File: src/rtl/core/fds_pkg.sv
package fds_pkg;

  // Defaults and fixed widths
  localparam int unsigned IndexBitsDef = 16;
  localparam int unsigned NameBaseW    = 64;
  localparam int unsigned NameExtW     = 24;
  localparam int unsigned NameW        = NameBaseW + NameExtW;
  localparam int unsigned CfgDataW     = 64;
  localparam int unsigned ByteW        = 8;
  localparam int unsigned IndexOutW    = 16;
  localparam int unsigned ClusterW     = 32;
  localparam int unsigned WordW        = 16;
  localparam int unsigned PosW         = 5;

  // Directory entry layout and marks
  localparam logic [ByteW-1:0] EndMark      = 8'h00;
  localparam logic [ByteW-1:0] DeletedMark  = 8'hE5;
  localparam logic [ByteW-1:0] AttrSkipMask = 8'h0E;
  localparam logic [PosW-1:0]  NameLen      = 5'd11;
  localparam logic [PosW-1:0]  AttrPos      = 5'd11;
  localparam logic [PosW-1:0]  HighWordPos  = 5'd20;
  localparam logic [PosW-1:0]  LowWordPos   = 5'd26;
  localparam logic [PosW-1:0]  LastPos      = 5'd31;

  typedef enum logic [2:0] {
    OUTC_END       = 3'd0,
    OUTC_DELETED   = 3'd1,
    OUTC_ATTR_SKIP = 3'd2,
    OUTC_NO_MATCH  = 3'd3,
    OUTC_MATCH     = 3'd4
  } fds_outcome_e;

  typedef enum logic [1:0] {
    KIND_NORMAL  = 2'd0,
    KIND_END     = 2'd1,
    KIND_DELETED = 2'd2
  } fds_kind_e;

  typedef enum logic {
    CFG_NAME_BASE = 1'b0,
    CFG_NAME_EXT  = 1'b1
  } fds_cfg_idx_e;

  typedef struct packed {
    logic [ByteW-1:0] data_byte;
    logic             restart;
  } fds_item_t;

  typedef struct packed {
    fds_outcome_e         outcome;
    logic [IndexOutW-1:0] entry_index;
    logic [ClusterW-1:0]  start_cluster;
  } fds_result_t;

endpackage

File: src/rtl/core/fds_in_if.sv
interface fds_in_if;
  logic                          valid;
  logic                          ready;
  logic [fds_pkg::ByteW-1:0]     data_byte;
  logic                          restart;

  modport source (output valid, output data_byte, output restart, input ready);
  modport sink (input valid, input data_byte, input restart, output ready);
endinterface

File: src/rtl/core/fds_out_if.sv
interface fds_out_if;
  logic                          valid;
  logic                          ready;
  logic [2:0]                    outcome;
  logic [fds_pkg::IndexOutW-1:0] entry_index;
  logic [fds_pkg::ClusterW-1:0]  start_cluster;

  modport source (output valid, output outcome, output entry_index, output start_cluster,
                  input ready);
  modport sink (input valid, input outcome, input entry_index, input start_cluster,
                output ready);
endinterface

File: src/rtl/core/fds_in_stage.sv
module fds_in_stage (
  input  logic               clk_i,
  input  logic               rst_ni,
  fds_in_if.sink             item_i,
  input  logic               adv_i,
  output logic               valid_o,
  output fds_pkg::fds_item_t item_o
);
  import fds_pkg::*;

  logic      valid_q;
  fds_item_t item_q;

  // Take a new byte whenever the held one is empty or moving on
  assign item_i.ready = !valid_q || adv_i;

  always_ff @(posedge clk_i or negedge rst_ni) begin
    if (!rst_ni) begin
      valid_q <= 1'b0;
    end else if (item_i.ready) begin
      valid_q <= item_i.valid;
    end
  end

  // Hold payload of the last transfer
  always_ff @(posedge clk_i) begin
    if (item_i.valid && item_i.ready) begin
      item_q.data_byte <= item_i.data_byte;
      item_q.restart   <= item_i.restart;
    end
  end

  assign valid_o = valid_q;
  assign item_o  = item_q;
endmodule

File: src/rtl/core/fds_entry_track.sv
module fds_entry_track #(
  parameter int unsigned IndexBits = fds_pkg::IndexBitsDef
) (
  input  logic                          clk_i,
  input  logic                          rst_ni,
  input  logic                          cfg_we_i,
  input  logic                          cfg_idx_i,
  input  logic [fds_pkg::CfgDataW-1:0]  cfg_data_i,
  input  fds_pkg::fds_item_t            item_i,
  input  logic                          step_i,
  output logic                          res_valid_o,
  output fds_pkg::fds_result_t          res_o
);
  import fds_pkg::*;

  localparam int unsigned CmpW = (IndexBits > IndexOutW) ? IndexBits : IndexOutW;

  logic [NameBaseW-1:0] base_q;
  logic [NameExtW-1:0]  ext_q;

  logic [PosW-1:0]      pos_q, pos_d;
  logic [IndexBits-1:0] cnt_q, cnt_d;
  fds_kind_e            kind_q, kind_d;
  logic                 attr_q, attr_d;
  logic                 mis_q, mis_d;
  logic [WordW-1:0]     ch_q, ch_d;
  logic [WordW-1:0]     cl_q, cl_d;
  logic                 done_q, done_d;

  logic [PosW-1:0]      eff_pos;
  logic [IndexBits-1:0] eff_cnt;
  logic                 eff_done;
  logic [ByteW-1:0]     b;
  logic [NameW-1:0]     name_all;
  logic [3:0]           name_sel;
  logic [ByteW-1:0]     want;
  fds_outcome_e         outcome;
  logic [CmpW-1:0]      cnt_ext;
  logic                 is_last;

  // Configuration writes
  always_ff @(posedge clk_i or negedge rst_ni) begin
    if (!rst_ni) begin
      base_q <= '0;
      ext_q  <= '0;
    end else if (cfg_we_i) begin
      if (cfg_idx_i == CFG_NAME_BASE) begin
        base_q <= cfg_data_i[NameBaseW-1:0];
      end else begin
        ext_q <= cfg_data_i[NameExtW-1:0];
      end
    end
  end

  // Restart clears position, counter and done before the byte is used
  assign b        = item_i.data_byte;
  assign eff_pos  = item_i.restart ? '0 : pos_q;
  assign eff_cnt  = item_i.restart ? '0 : cnt_q;
  assign eff_done = item_i.restart ? 1'b0 : done_q;
  assign is_last  = (eff_pos == LastPos);

  // Pick the wanted name byte, first character in the top byte
  assign name_all = {base_q, ext_q};
  assign name_sel = 4'(NameLen - 5'd1) - eff_pos[3:0];
  assign want     = name_all[{name_sel, 3'b000} +: ByteW];

  // Classify the finished entry, end first, then deleted, attribute, name
  always_comb begin
    case (kind_q)
      KIND_END:     outcome = OUTC_END;
      KIND_DELETED: outcome = OUTC_DELETED;
      default: begin
        if (attr_q) begin
          outcome = OUTC_ATTR_SKIP;
        end else if (mis_q) begin
          outcome = OUTC_NO_MATCH;
        end else begin
          outcome = OUTC_MATCH;
        end
      end
    endcase
  end

  // Saturate the reported index at the port width
  assign cnt_ext = CmpW'(eff_cnt);

  always_comb begin
    res_o.outcome       = outcome;
    res_o.entry_index   = (cnt_ext > CmpW'(16'hFFFF)) ? 16'hFFFF : cnt_ext[IndexOutW-1:0];
    res_o.start_cluster = {ch_q, cl_q};
  end

  assign res_valid_o = !eff_done && is_last;

  // Next state for one byte
  always_comb begin
    pos_d  = eff_pos;
    cnt_d  = eff_cnt;
    done_d = eff_done;
    kind_d = kind_q;
    attr_d = attr_q;
    mis_d  = mis_q;
    ch_d   = ch_q;
    cl_d   = cl_q;
    if (!eff_done) begin
      pos_d = eff_pos + 5'd1;
      if (eff_pos == '0) begin
        if (b == EndMark) begin
          kind_d = KIND_END;
        end else if (b == DeletedMark) begin
          kind_d = KIND_DELETED;
        end else begin
          kind_d = KIND_NORMAL;
        end
        attr_d = 1'b0;
        mis_d  = 1'b0;
        ch_d   = '0;
        cl_d   = '0;
      end
      if (eff_pos < NameLen && b != want) begin
        mis_d = 1'b1;
      end
      if (eff_pos == AttrPos) begin
        attr_d = |(b & AttrSkipMask);
      end
      if (eff_pos == HighWordPos) begin
        ch_d[7:0] = b;
      end
      if (eff_pos == HighWordPos + 5'd1) begin
        ch_d[15:8] = b;
      end
      if (eff_pos == LowWordPos) begin
        cl_d[7:0] = b;
      end
      if (eff_pos == LowWordPos + 5'd1) begin
        cl_d[15:8] = b;
      end
      if (is_last) begin
        if (eff_cnt != '1) begin
          cnt_d = eff_cnt + 1'b1;
        end
        if (outcome == OUTC_END || outcome == OUTC_MATCH) begin
          done_d = 1'b1;
        end
      end
    end
  end

  // Advance entry state on each byte taken
  always_ff @(posedge clk_i or negedge rst_ni) begin
    if (!rst_ni) begin
      pos_q  <= '0;
      cnt_q  <= '0;
      kind_q <= KIND_NORMAL;
      attr_q <= 1'b0;
      mis_q  <= 1'b0;
      ch_q   <= '0;
      cl_q   <= '0;
      done_q <= 1'b0;
    end else if (step_i) begin
      pos_q  <= pos_d;
      cnt_q  <= cnt_d;
      kind_q <= kind_d;
      attr_q <= attr_d;
      mis_q  <= mis_d;
      ch_q   <= ch_d;
      cl_q   <= cl_d;
      done_q <= done_d;
    end
  end
endmodule

File: src/rtl/core/fds_out_stage.sv
module fds_out_stage (
  input  logic                 clk_i,
  input  logic                 rst_ni,
  input  logic                 load_i,
  input  fds_pkg::fds_result_t res_i,
  output logic                 free_o,
  fds_out_if.source            result_o
);
  import fds_pkg::*;

  logic        valid_q;
  fds_result_t res_q;

  // Slot is free when empty or being drained this cycle
  assign free_o = !valid_q || result_o.ready;

  always_ff @(posedge clk_i or negedge rst_ni) begin
    if (!rst_ni) begin
      valid_q <= 1'b0;
    end else if (free_o) begin
      valid_q <= load_i;
    end
  end

  // Hold the result until its transfer
  always_ff @(posedge clk_i) begin
    if (load_i && free_o) begin
      res_q <= res_i;
    end
  end

  assign result_o.valid         = valid_q;
  assign result_o.outcome       = res_q.outcome;
  assign result_o.entry_index   = res_q.entry_index;
  assign result_o.start_cluster = res_q.start_cluster;
endmodule

File: src/rtl/core/fat32_dir_entry_scan_unit.sv
// Result path: a byte is registered in the input register at its transfer; the result of
//   byte 31 of an entry is loaded into the output register when that byte moves on, which
//   waits until the output slot is free, and is then offered on the result interface.
// Throughput: one byte per cycle while the output slot is free; while a result waits, one
//   more byte enters the input register and then the input stalls.
// Reset: asynchronous, active low; clears position, counter, entry flags, done and names.
module fat32_dir_entry_scan_unit #(
  parameter int unsigned INDEX_BITS = fds_pkg::IndexBitsDef
) (
  input  logic                         clk_i,
  input  logic                         rst_ni,
  input  logic                         cfg_we_i,
  input  logic                         cfg_idx_i,
  input  logic [fds_pkg::CfgDataW-1:0] cfg_data_i,
  fds_in_if.sink                       item_i,
  fds_out_if.source                    result_o
);
  import fds_pkg::*;

  logic        s1_valid;
  fds_item_t   s1_item;
  logic        out_free;
  logic        adv;
  logic        res_valid;
  fds_result_t res;

  // Move the held byte on whenever the output slot can take a result
  assign adv = s1_valid && out_free;

  fds_in_stage u_in_stage (
    .clk_i   (clk_i),
    .rst_ni  (rst_ni),
    .item_i  (item_i),
    .adv_i   (adv),
    .valid_o (s1_valid),
    .item_o  (s1_item)
  );

  fds_entry_track #(
    .IndexBits (INDEX_BITS)
  ) u_entry_track (
    .clk_i       (clk_i),
    .rst_ni      (rst_ni),
    .cfg_we_i    (cfg_we_i),
    .cfg_idx_i   (cfg_idx_i),
    .cfg_data_i  (cfg_data_i),
    .item_i      (s1_item),
    .step_i      (adv),
    .res_valid_o (res_valid),
    .res_o       (res)
  );

  fds_out_stage u_out_stage (
    .clk_i    (clk_i),
    .rst_ni   (rst_ni),
    .load_i   (adv && res_valid),
    .res_i    (res),
    .free_o   (out_free),
    .result_o (result_o)
  );
endmodule
File: src/flat_wrapper.sv
// flat-port wrapper written by rule: the top's interface ports become plain ports
module fat32_dir_entry_scan_unit_flat import fds_pkg::*;
#(
  parameter int unsigned INDEX_BITS = fds_pkg::IndexBitsDef
)
  (clk_i, rst_ni, cfg_we_i, cfg_idx_i, cfg_data_i, item_i_valid, item_i_data_byte, item_i_restart, item_i_ready, result_o_valid, result_o_outcome, result_o_entry_index, result_o_start_cluster, result_o_ready);
  fds_in_if item_i_i ();
  fds_out_if result_o_i ();
  input  logic clk_i;
  input  logic rst_ni;
  input  logic cfg_we_i;
  input  logic cfg_idx_i;
  input  logic [fds_pkg::CfgDataW-1:0] cfg_data_i;
  input wire logic [$bits(item_i_i.valid)-1:0] item_i_valid;
  input wire logic [$bits(item_i_i.data_byte)-1:0] item_i_data_byte;
  input wire logic [$bits(item_i_i.restart)-1:0] item_i_restart;
  output wire logic [$bits(item_i_i.ready)-1:0] item_i_ready;
  output wire logic [$bits(result_o_i.valid)-1:0] result_o_valid;
  output wire logic [$bits(result_o_i.outcome)-1:0] result_o_outcome;
  output wire logic [$bits(result_o_i.entry_index)-1:0] result_o_entry_index;
  output wire logic [$bits(result_o_i.start_cluster)-1:0] result_o_start_cluster;
  input wire logic [$bits(result_o_i.ready)-1:0] result_o_ready;
  assign item_i_i.valid = item_i_valid;
  assign item_i_i.data_byte = item_i_data_byte;
  assign item_i_i.restart = item_i_restart;
  assign item_i_ready = item_i_i.ready;
  assign result_o_valid = result_o_i.valid;
  assign result_o_outcome = result_o_i.outcome;
  assign result_o_entry_index = result_o_i.entry_index;
  assign result_o_start_cluster = result_o_i.start_cluster;
  assign result_o_i.ready = result_o_ready;
  fat32_dir_entry_scan_unit #(.INDEX_BITS(INDEX_BITS)) u_core (.clk_i(clk_i), .rst_ni(rst_ni), .cfg_we_i(cfg_we_i), .cfg_idx_i(cfg_idx_i), .cfg_data_i(cfg_data_i), .item_i(item_i_i), .result_o(result_o_i));
endmodule
File: config.mk
export PLATFORM = sky130hd
export DESIGN_NAME = fat32_dir_entry_scan_unit_flat
export DESIGN_NICKNAME = d
export VERILOG_FILES = /design/src/rtl/core/fds_pkg.sv /design/src/rtl/core/fds_in_if.sv /design/src/rtl/core/fds_out_if.sv /design/src/rtl/core/fds_in_stage.sv /design/src/rtl/core/fds_entry_track.sv /design/src/rtl/core/fds_out_stage.sv /design/src/rtl/core/fat32_dir_entry_scan_unit.sv /design/src/flat_wrapper.sv
export SDC_FILE = /design/constraint.sdc
export NUM_CORES = 1
export LEC_CHECK = 0
export BUFFER_PORTS_ARGS = -buffer_cell sky130_fd_sc_hd__buf_2
export CORE_MARGIN = 5
export CORE_UTILIZATION = 50
export DETAILED_ROUTE_END_ITERATION = 16
export GPL_TIMING_DRIVEN = 0
export PLACE_DENSITY = 0.79
export SYNTH_ARGS = -nofsm -noshare
export SYNTH_HDL_FRONTEND = slang
export SYNTH_HIERARCHICAL = 1
export SYNTH_SLANG_ARGS = --single-unit
File: constraint.sdc
create_clock -name clk_i -period 5.9 [get_ports clk_i]
set_input_delay 0.59 -clock clk_i [delete_from_list [all_inputs] [get_ports clk_i]]
set_output_delay 0.59 -clock clk_i [all_outputs]
set_load 0.02 [all_outputs]
==> summary.txt, run 1 <==
Status
  – Outcome: complete, no violations

Timing
  – Worst slew margin: about 50%
  – Final setup fails: 0
  – TNS Setup: 0 ns
  – Tcrit/Tclk final: roughly 61%
  – Final Max Tran Viols: 0
  – RSZ-0062 raised after global routing: no
  – Final Hold Vio Count: 0
  – Tightest Pin Transition: about 0.74 ns
  – Upper clock frequency limit: 0.2767 GHz
  – Min Clock Period, post-route: roughly 3.6 ns
  – Clk_skew: ~0.0075 ns

GRT
  – Grt met2 use: 32.45%
  – Gr usage total: approximately 20%
  – Gr busiest metal: met2
  – M1 GR Usage: a little under 30%
  – Vias in the first global route: roughly 6,500
  – GR Overflow Total: 0
  – First-pass GRT wire length: 35.49 mm
  – Met3 usage: 3.054%
  – Initial antenna violation count: 0
  – Largest net degree at the start of global routing: 100

Worst setup path
  – WS Path Type: reg2reg
  – Startpoint types: register
  – FF-to-FF path depth: 13
  – Worst EP required: between 6 and 7 ns
  – Crit. End Element: register
  – Maximum fanout along the worst path: 10
  – Worst EP arrival: 3.97 ns

Clock tree
  – # clock sinks: roughly 210
  – Reg clk slew, reported paths: 0.06 ns
  – Root Driver: clkbuf_16
  – Post_cts resized: 0
  – Clock Latency Late Sink: around 0.5 ns
  – TritonCTS clock tree: done
  – # H-tree levels: 1
  – Post CTS Setup Buffer Count: 0
  – Post-CTS Hold Fix Bufs: 0
  – CTS Buffer Depth: 3
  – CTS buffer count: 22

Min path
  – Tightest Hold Check Type: in2async

Synthesis
  – Yosys cell types: 74
  – Cells after synthesis: ~760
  – Syn_nets: between 800 and 900
  – Register area share after synthesis: between 50 and 60%
  – Post-synth top flop: dfrtp_1
  – Syn. warnings: 6
  – Post-synth ARST share: a little under three quarters
  – Post-synth EDFFs: 60
  – Avg Inst Size Synth: around 12 sq um
  – Flops & latches, synth: about 210
  – Netlist Area Pre-Place: about 0.0094 sq mm

Routing
  – Via count: around 6,600
  – Final WL: around 22 mm
  – Vias per cell: 5.645
  – Avg WL per Cell: 19.08 um
  – 1st-iter DRT viols: just under 600
  – Remaining DRCs: 0
  – Drt pass-1 iters: 5
  – ANT nets after route: 0

Layout
  – Non-Filler Instances: 1,167
  – Ant. Diodes: 0
  – Area growth syn-to-layout: 17.68%
  – Fraction of layout cells with a size suffix above 1: between 30% and 40%
  – Fin nets: roughly 1,000

Floorplanning
  – Die width: roughly 150 um
  – Die Area: ~0.022 sq mm
  – Core Region: 0.01858 sq mm
  – Die H: roughly 150 um
  – Starting density of the core: ~50%
  – Io pins: 132
  – # rows: 50

Placed design
  – DPL Wire Length: 15.74 mm
  – PortBufs: approximately 130
  – Placed Cells: around 1,100
  – Global placer's final weighted congestion: just over 0.9

Power
  – Cell Pwr Density: between 300 and 400 mW/mm^2
  – Max rail drop VDD: roughly 0.23 mV
  – Pleak: just under 5 nW

Run
  – Max-cap check violation count: 0
[layer usage]
metal  part of all wire, %  vias up
li1                      -     3045
met1                    44     3248
met2                    47      253
met3                   6.5       42
met4                   2.4        0
met5                     0        -
[power by group]
group | switching (mW) | internal (mW) | total (mW)
clock network | 0.535 | 0.747 | 1.28
logic | 0.301 | 0.253 | 0.554
registers | 0.0579 | 1.58 | 1.64
[worst paths after layout]
path / from / endpoint / slack, ns
max: u_core/u_in_stage/item_o[0]$_DFFE_PP_ / u_core/u_entry_track/cnt_q[8]$_DFFE_PN0P_ / 2.29
min: rst_ni / u_core/u_entry_track/base_q[33]$_DFFE_PN0P_ / 0.02
max reg2reg: u_core/u_in_stage/item_o[0]$_DFFE_PP_ / u_core/u_entry_track/cnt_q[8]$_DFFE_PN0P_ / 2.29
min reg2reg: u_core/u_entry_track/cl_q[6]$_DFFE_PN0P_ / u_core/u_out_stage/result_o.start_cluster[6]$_DFFE_PP_ / 0.44
max in group asynchronous: rst_ni / u_core/u_entry_track/cnt_q[5]$_DFFE_PN0P_ / 5.03
min in group clk_i: item_i_data_byte[4] / u_core/u_in_stage/item_o[5]$_DFFE_PP_ / 0.26
[cells in the mapped netlist (6+ instances only)]
cell type  count  area, sq um
o21ai_0       25        125.1
a22oi_1        8        60.06
xnor2_1       11        96.34
nor3_1         7        35.03
nor2b_1       30        187.7
nand2_1      113        424.2
nand2b_1       7        43.79
and2_1         9        56.30
edfxtp_1      60         1802
o21ai_1        7        35.03
a21oi_1       11        55.05
xor2_1        16        140.1
mux2_2        91         1025
buf_4          7        52.55
nor2_1        17        63.81
nand3_1       37        185.2
dfrtp_1      148         3704
clkbuf_1      28        105.1
inv_1          6        22.52
buf_6          6        67.56
mux2i_1        9        90.09
[metrics by stage]
stage               total power [mW]  cell area [sq um]  utilization [%]  setup WS (ns)  hold WS, ns
global placement               2.190              10310            55.47          2.044       0.4302
finish                         3.473              11010            59.27          2.287      0.02167
global route                   3.612              11010            59.27          2.037      0.06471
CTS                            3.494              11010            59.27          2.305      0.03517
detailed placement             2.208              10340            55.65          2.337       0.4296
floorplan                      2.024               9358                -          3.148       0.2944
[cells by family (layout without fill, tap and decap cells)]
logic type / count (synthesis) / count (layout) / share of synthesized area (%)
buffers and inverters: 55 / 227 / 3.035
AND/OR/NAND/NOR: 261 / 261 / 14.40
XOR/XNOR: 27 / 27 / 2.527
adder cells (fa/ha/maj): 4 / 4 / 0.5349
multiplexers: 107 / 107 / 13.12
AO/OA/AOI/OAI: 99 / 99 / 7.555
flip-flops: 208 / 208 / 58.83
[flip-flops by register name, indices dropped and copies added, names as in the netlist, 5 cells and up]
name	cells
u_core/u_entry_track/ch_q	16
u_core/u_out_stage/result_o.start_cluster	32
u_core/u_entry_track/ext_q	24
u_core/u_entry_track/cnt_q	16
u_core/u_entry_track/base_q	64
u_core/u_in_stage/item_o	9
u_core/u_out_stage/result_o.entry_index	16
u_core/u_entry_track/pos_q	5
u_core/u_entry_track/cl_q	16
[cells in the final DEF, fill, tap and decap left out, types with 4 or more instances in the layout]
cell       count
xnor2_1       11
and3_1         5
nand2b_1       7
a21oi_1       11
a22oi_1        8
buf_6          7
xor2_1        16
and2_1         9
o21a_1         4
mux2_1         4
a2bb2oi_1      5
o21ai_0       25
nand3b_1       4
nor2_1        17
nor2b_1       30
buf_4          7
nand3_1       37
dfrtp_1      148
nor3_1         7
o22ai_1        5
nor4bb_1       4
o21ai_1        7
clkbuf_1      40
clkbuf_16     22
edfxtp_1      60
mux2i_1        9
mux2_2        91
clkbuf_8       4
ha_1           4
nand2_1      113
buf_2        135
inv_1          6
[worst max-delay path: stages, from the launching register on]
cell and delay [ns]:
edfxtp_1 0.48, buf_2 0.29, buf_2 0.27, buf_2 0.30, clkbuf_1 0.48, nor2b_1 0.13, ha_1 0.26, and3_1 0.19
and4_4 0.20, a21oi_4 0.28, nand4_2 0.18, nor2_1 0.15, xnor2_1 0.13, o22ai_1 0.09
[layout make-up]
type | instances | area (sq um)
Buffer | 48 | 257.7
Clock buffer | 38 | 650.6
Clock inverter | 2 | 21.27
Fill cell | 1509 | 7569
Inverter | 7 | 26.28
Multi-Input combinational cell | 498 | 3568
Sequential cell | 208 | 5505
Tap cell | 234 | 292.8
Timing Repair Buffer | 132 | 689.4
No activity file was read; power rests on OpenSTA's default activity.
==> inputs of run 2 (changes only) <==
PLACE_DENSITY = 0.82   (was 0.79)
clock period = 3.26 ns   (was 5.9 ns; I/O delays follow)
==> summary.txt, run 2 (synthesis results as in run 1) <==
Timing
  – Worst slew margin: roughly half
  – Hold WS: around 0.018 ns
  – Tcrit/Tclk final: between 90% and 100%
  – Upper clock frequency limit: 0.3277 GHz
  – Final setup fails: 0
  – RSZ-0062 raised after global routing: no
  – Final Max Tran Viols: 0
  – Final Hold Vio Count: 0
  – Tightest Pin Transition: around 0.73 ns
  – Clk_skew: roughly 0.0064 ns
  – TNS Setup: 0 ns
  – Min Clock Period, post-route: roughly 3.1 ns

Power
  – Max rail drop VDD: around 0.45 mV
  – Cell Int Power: around 5.0 mW
  – Cell Pwr Density: between 500 and 600 mW/mm^2
  – Clock power frac: between 40% and 50%
  – Combinational share of power: around 15%
  – Sw Share: 24.70%
  – Pleak: between 4 and 5 nW
  – Reg power frac: about 45%
  – NetSw: 1.640 mW

Routing
  – Final WL: roughly 23 mm
  – Avg WL per Cell: ~19 um
  – ANT nets after route: 0
  – Vias per cell: between 5 and 6
  – Drt pass-1 iters: 5
  – Via count: about 6,500
  – Remaining DRCs: 0
  – 1st-iter DRT viols: about 510

Min path
  – Tightest Hold Check Type: in2reg
  – Hold Path Depth: 1

Layout
  – Ant. Diodes: 0
  – Largest register by flop count: u_core/u_entry_track/base_q
  – Max FFs per register: 64
  – Fin nets: approximately 1,000
  – Fraction of layout cells with a size suffix above 1: between 30% and 40%
  – Most common cell after layout, fill and taps aside: dfrtp_1
  – Area growth syn-to-layout: 19.63%
  – Highest-count cells in the layout ignoring fill and taps: dfrtp_1 (148), buf_2 (132), nand2_1 (113)

Floorplanning
  – # rows: 50
  – Die Area: ~0.022 sq mm
  – Starting density of the core: between 50% and 60%
  – Die H: approximately 150 um
  – Io pins: about 130
  – Core Region: about 0.019 sq mm
  – Die width: approximately 150 um

Worst setup path
  – Maximum fanout along the worst path: 10
  – Worst EP required: ~3.6 ns
  – Crit-path max cell delay: between 0.4 and 0.5 ns
  – Startpoint types: register
  – Slowest-stage cell, CP: edfxtp_1
  – Most repeated library cell on the critical path: clkbuf_4
  – CP top delay family: buffers and inverters
  – Critical Path, Cell by Cell: buf_4, clkbuf_4, clkbuf_4, clkbuf_4, nor2b_1, ha_1, and3_1, and4_4, a21oi_4, nand4_2, nor2_1, xnor2_1, o22ai_1
  – FF-to-FF path depth: 13
  – Worst EP arrival: about 3.4 ns
  – WS Path Type: reg2reg
  – WP buf/inv: 4
  – Worst path depth: 13
  – Crit. End Element: register

GRT
  – First-pass GRT wire length: 36.22 mm
  – Largest net degree at the start of global routing: 89
  – GR Overflow Total: 0
  – Initial antenna violation count: 0
  – Gr usage total: 20.86%
  – Vias in the first global route: around 6,700

Clock tree
  – CTS Buffer Depth: 3
  – # clock sinks: 208
  – CTS buffer count: 22
  – Reg clk slew, reported paths: ~0.060 ns
  – TritonCTS clock tree: done
  – Root Driver: clkbuf_16
  – Clock Latency Late Sink: a little under 0.5 ns
  – # H-tree levels: 1

Run
  – Max-cap check violation count: 0

Status
  – Outcome: complete, no violations

Placed design
  – PortBufs: about 130
  – Global placer's final weighted congestion: 0.9138
  – DPL Wire Length: 15.88 mm
run 2: per-stage QoR:
step	utilization [%]	worst slack (ns)	area, sq um	cells	power (mW)
2_1_floorplan	-	0.5084	9358	761	3.664
3_3_place_gp	55.47	-0.2878	10310	1126	3.961
3_5_place_dp	55.65	-0.3441	10340	1127	3.999
4_1_cts	60.09	0.003843	11160	1169	6.662
5_1_grt	60.25	0.004473	11190	1172	6.881
6_report	60.25	0.2085	11190	1172	6.637
run 2: area by class of cell:
class	count	area, sq um
Clock inverter	10	160.2
Clock buffer	29	628.1
Buffer	48	269.0
Fill cell	1485	7386
Timing Repair Buffer	138	742.0
Sequential cell	208	5505
Inverter	7	26.28
Multi-Input combinational cell	498	3571
Tap cell	234	292.8
run 2: power groups by stage:
stage | Clock (mW) | Sequential, mW | Combinational [mW]
floorplan | 0 | 2.97 | 0.696
global placement | 0 | 2.99 | 0.966
detailed placement | 0 | 3.01 | 0.993
CTS | 2.70 | 2.96 | 1.00
global route | 2.80 | 2.98 | 1.10
finish | 2.66 | 2.96 | 1.02
run 2: repair_timing:
action / CTS / global route
buffers inserted: 0 / 3
hold endpoints to repair: 62 / 0
pin swaps: 0 / 1
setup endpoints to repair: 13 / 4
gates cloned: 0 / 0
resized for setup: 3 / 3
hold buffers: 3 / 0
run 2: worst paths after layout:
check	endpoint	from	slack, ns
setup / recovery	u_core/u_entry_track/cnt_q[8]$_DFFE_PN0P_	u_core/u_in_stage/item_o[0]$_DFFE_PP_	0.21
hold / removal	u_core/u_in_stage/item_o[2]$_DFFE_PP_	item_i_data_byte[1]	0.02
hold reg to reg	u_core/u_out_stage/result_o.start_cluster[16]$_DFFE_PP_	u_core/u_entry_track/ch_q[0]$_DFFE_PN0P_	0.45
setup reg to reg	u_core/u_entry_track/cnt_q[8]$_DFFE_PN0P_	u_core/u_in_stage/item_o[0]$_DFFE_PP_	0.21
max in group asynchronous	u_core/u_entry_track/cnt_q[9]$_DFFE_PN0P_	rst_ni	2.07
min in group asynchronous	u_core/u_entry_track/base_q[32]$_DFFE_PN0P_	rst_ni	0.37
run 2: metal layers:
metal / track usage, % / share of wire (%) / up-vias
met5: 0 / 0 / -
met3: 3.516 / 7.1 / 46
met2: 34.75 / 48 / 259
met1: 28.68 / 42 / 3202
li1: - / - / 3039
met4: 5.315 / 2.6 / 0
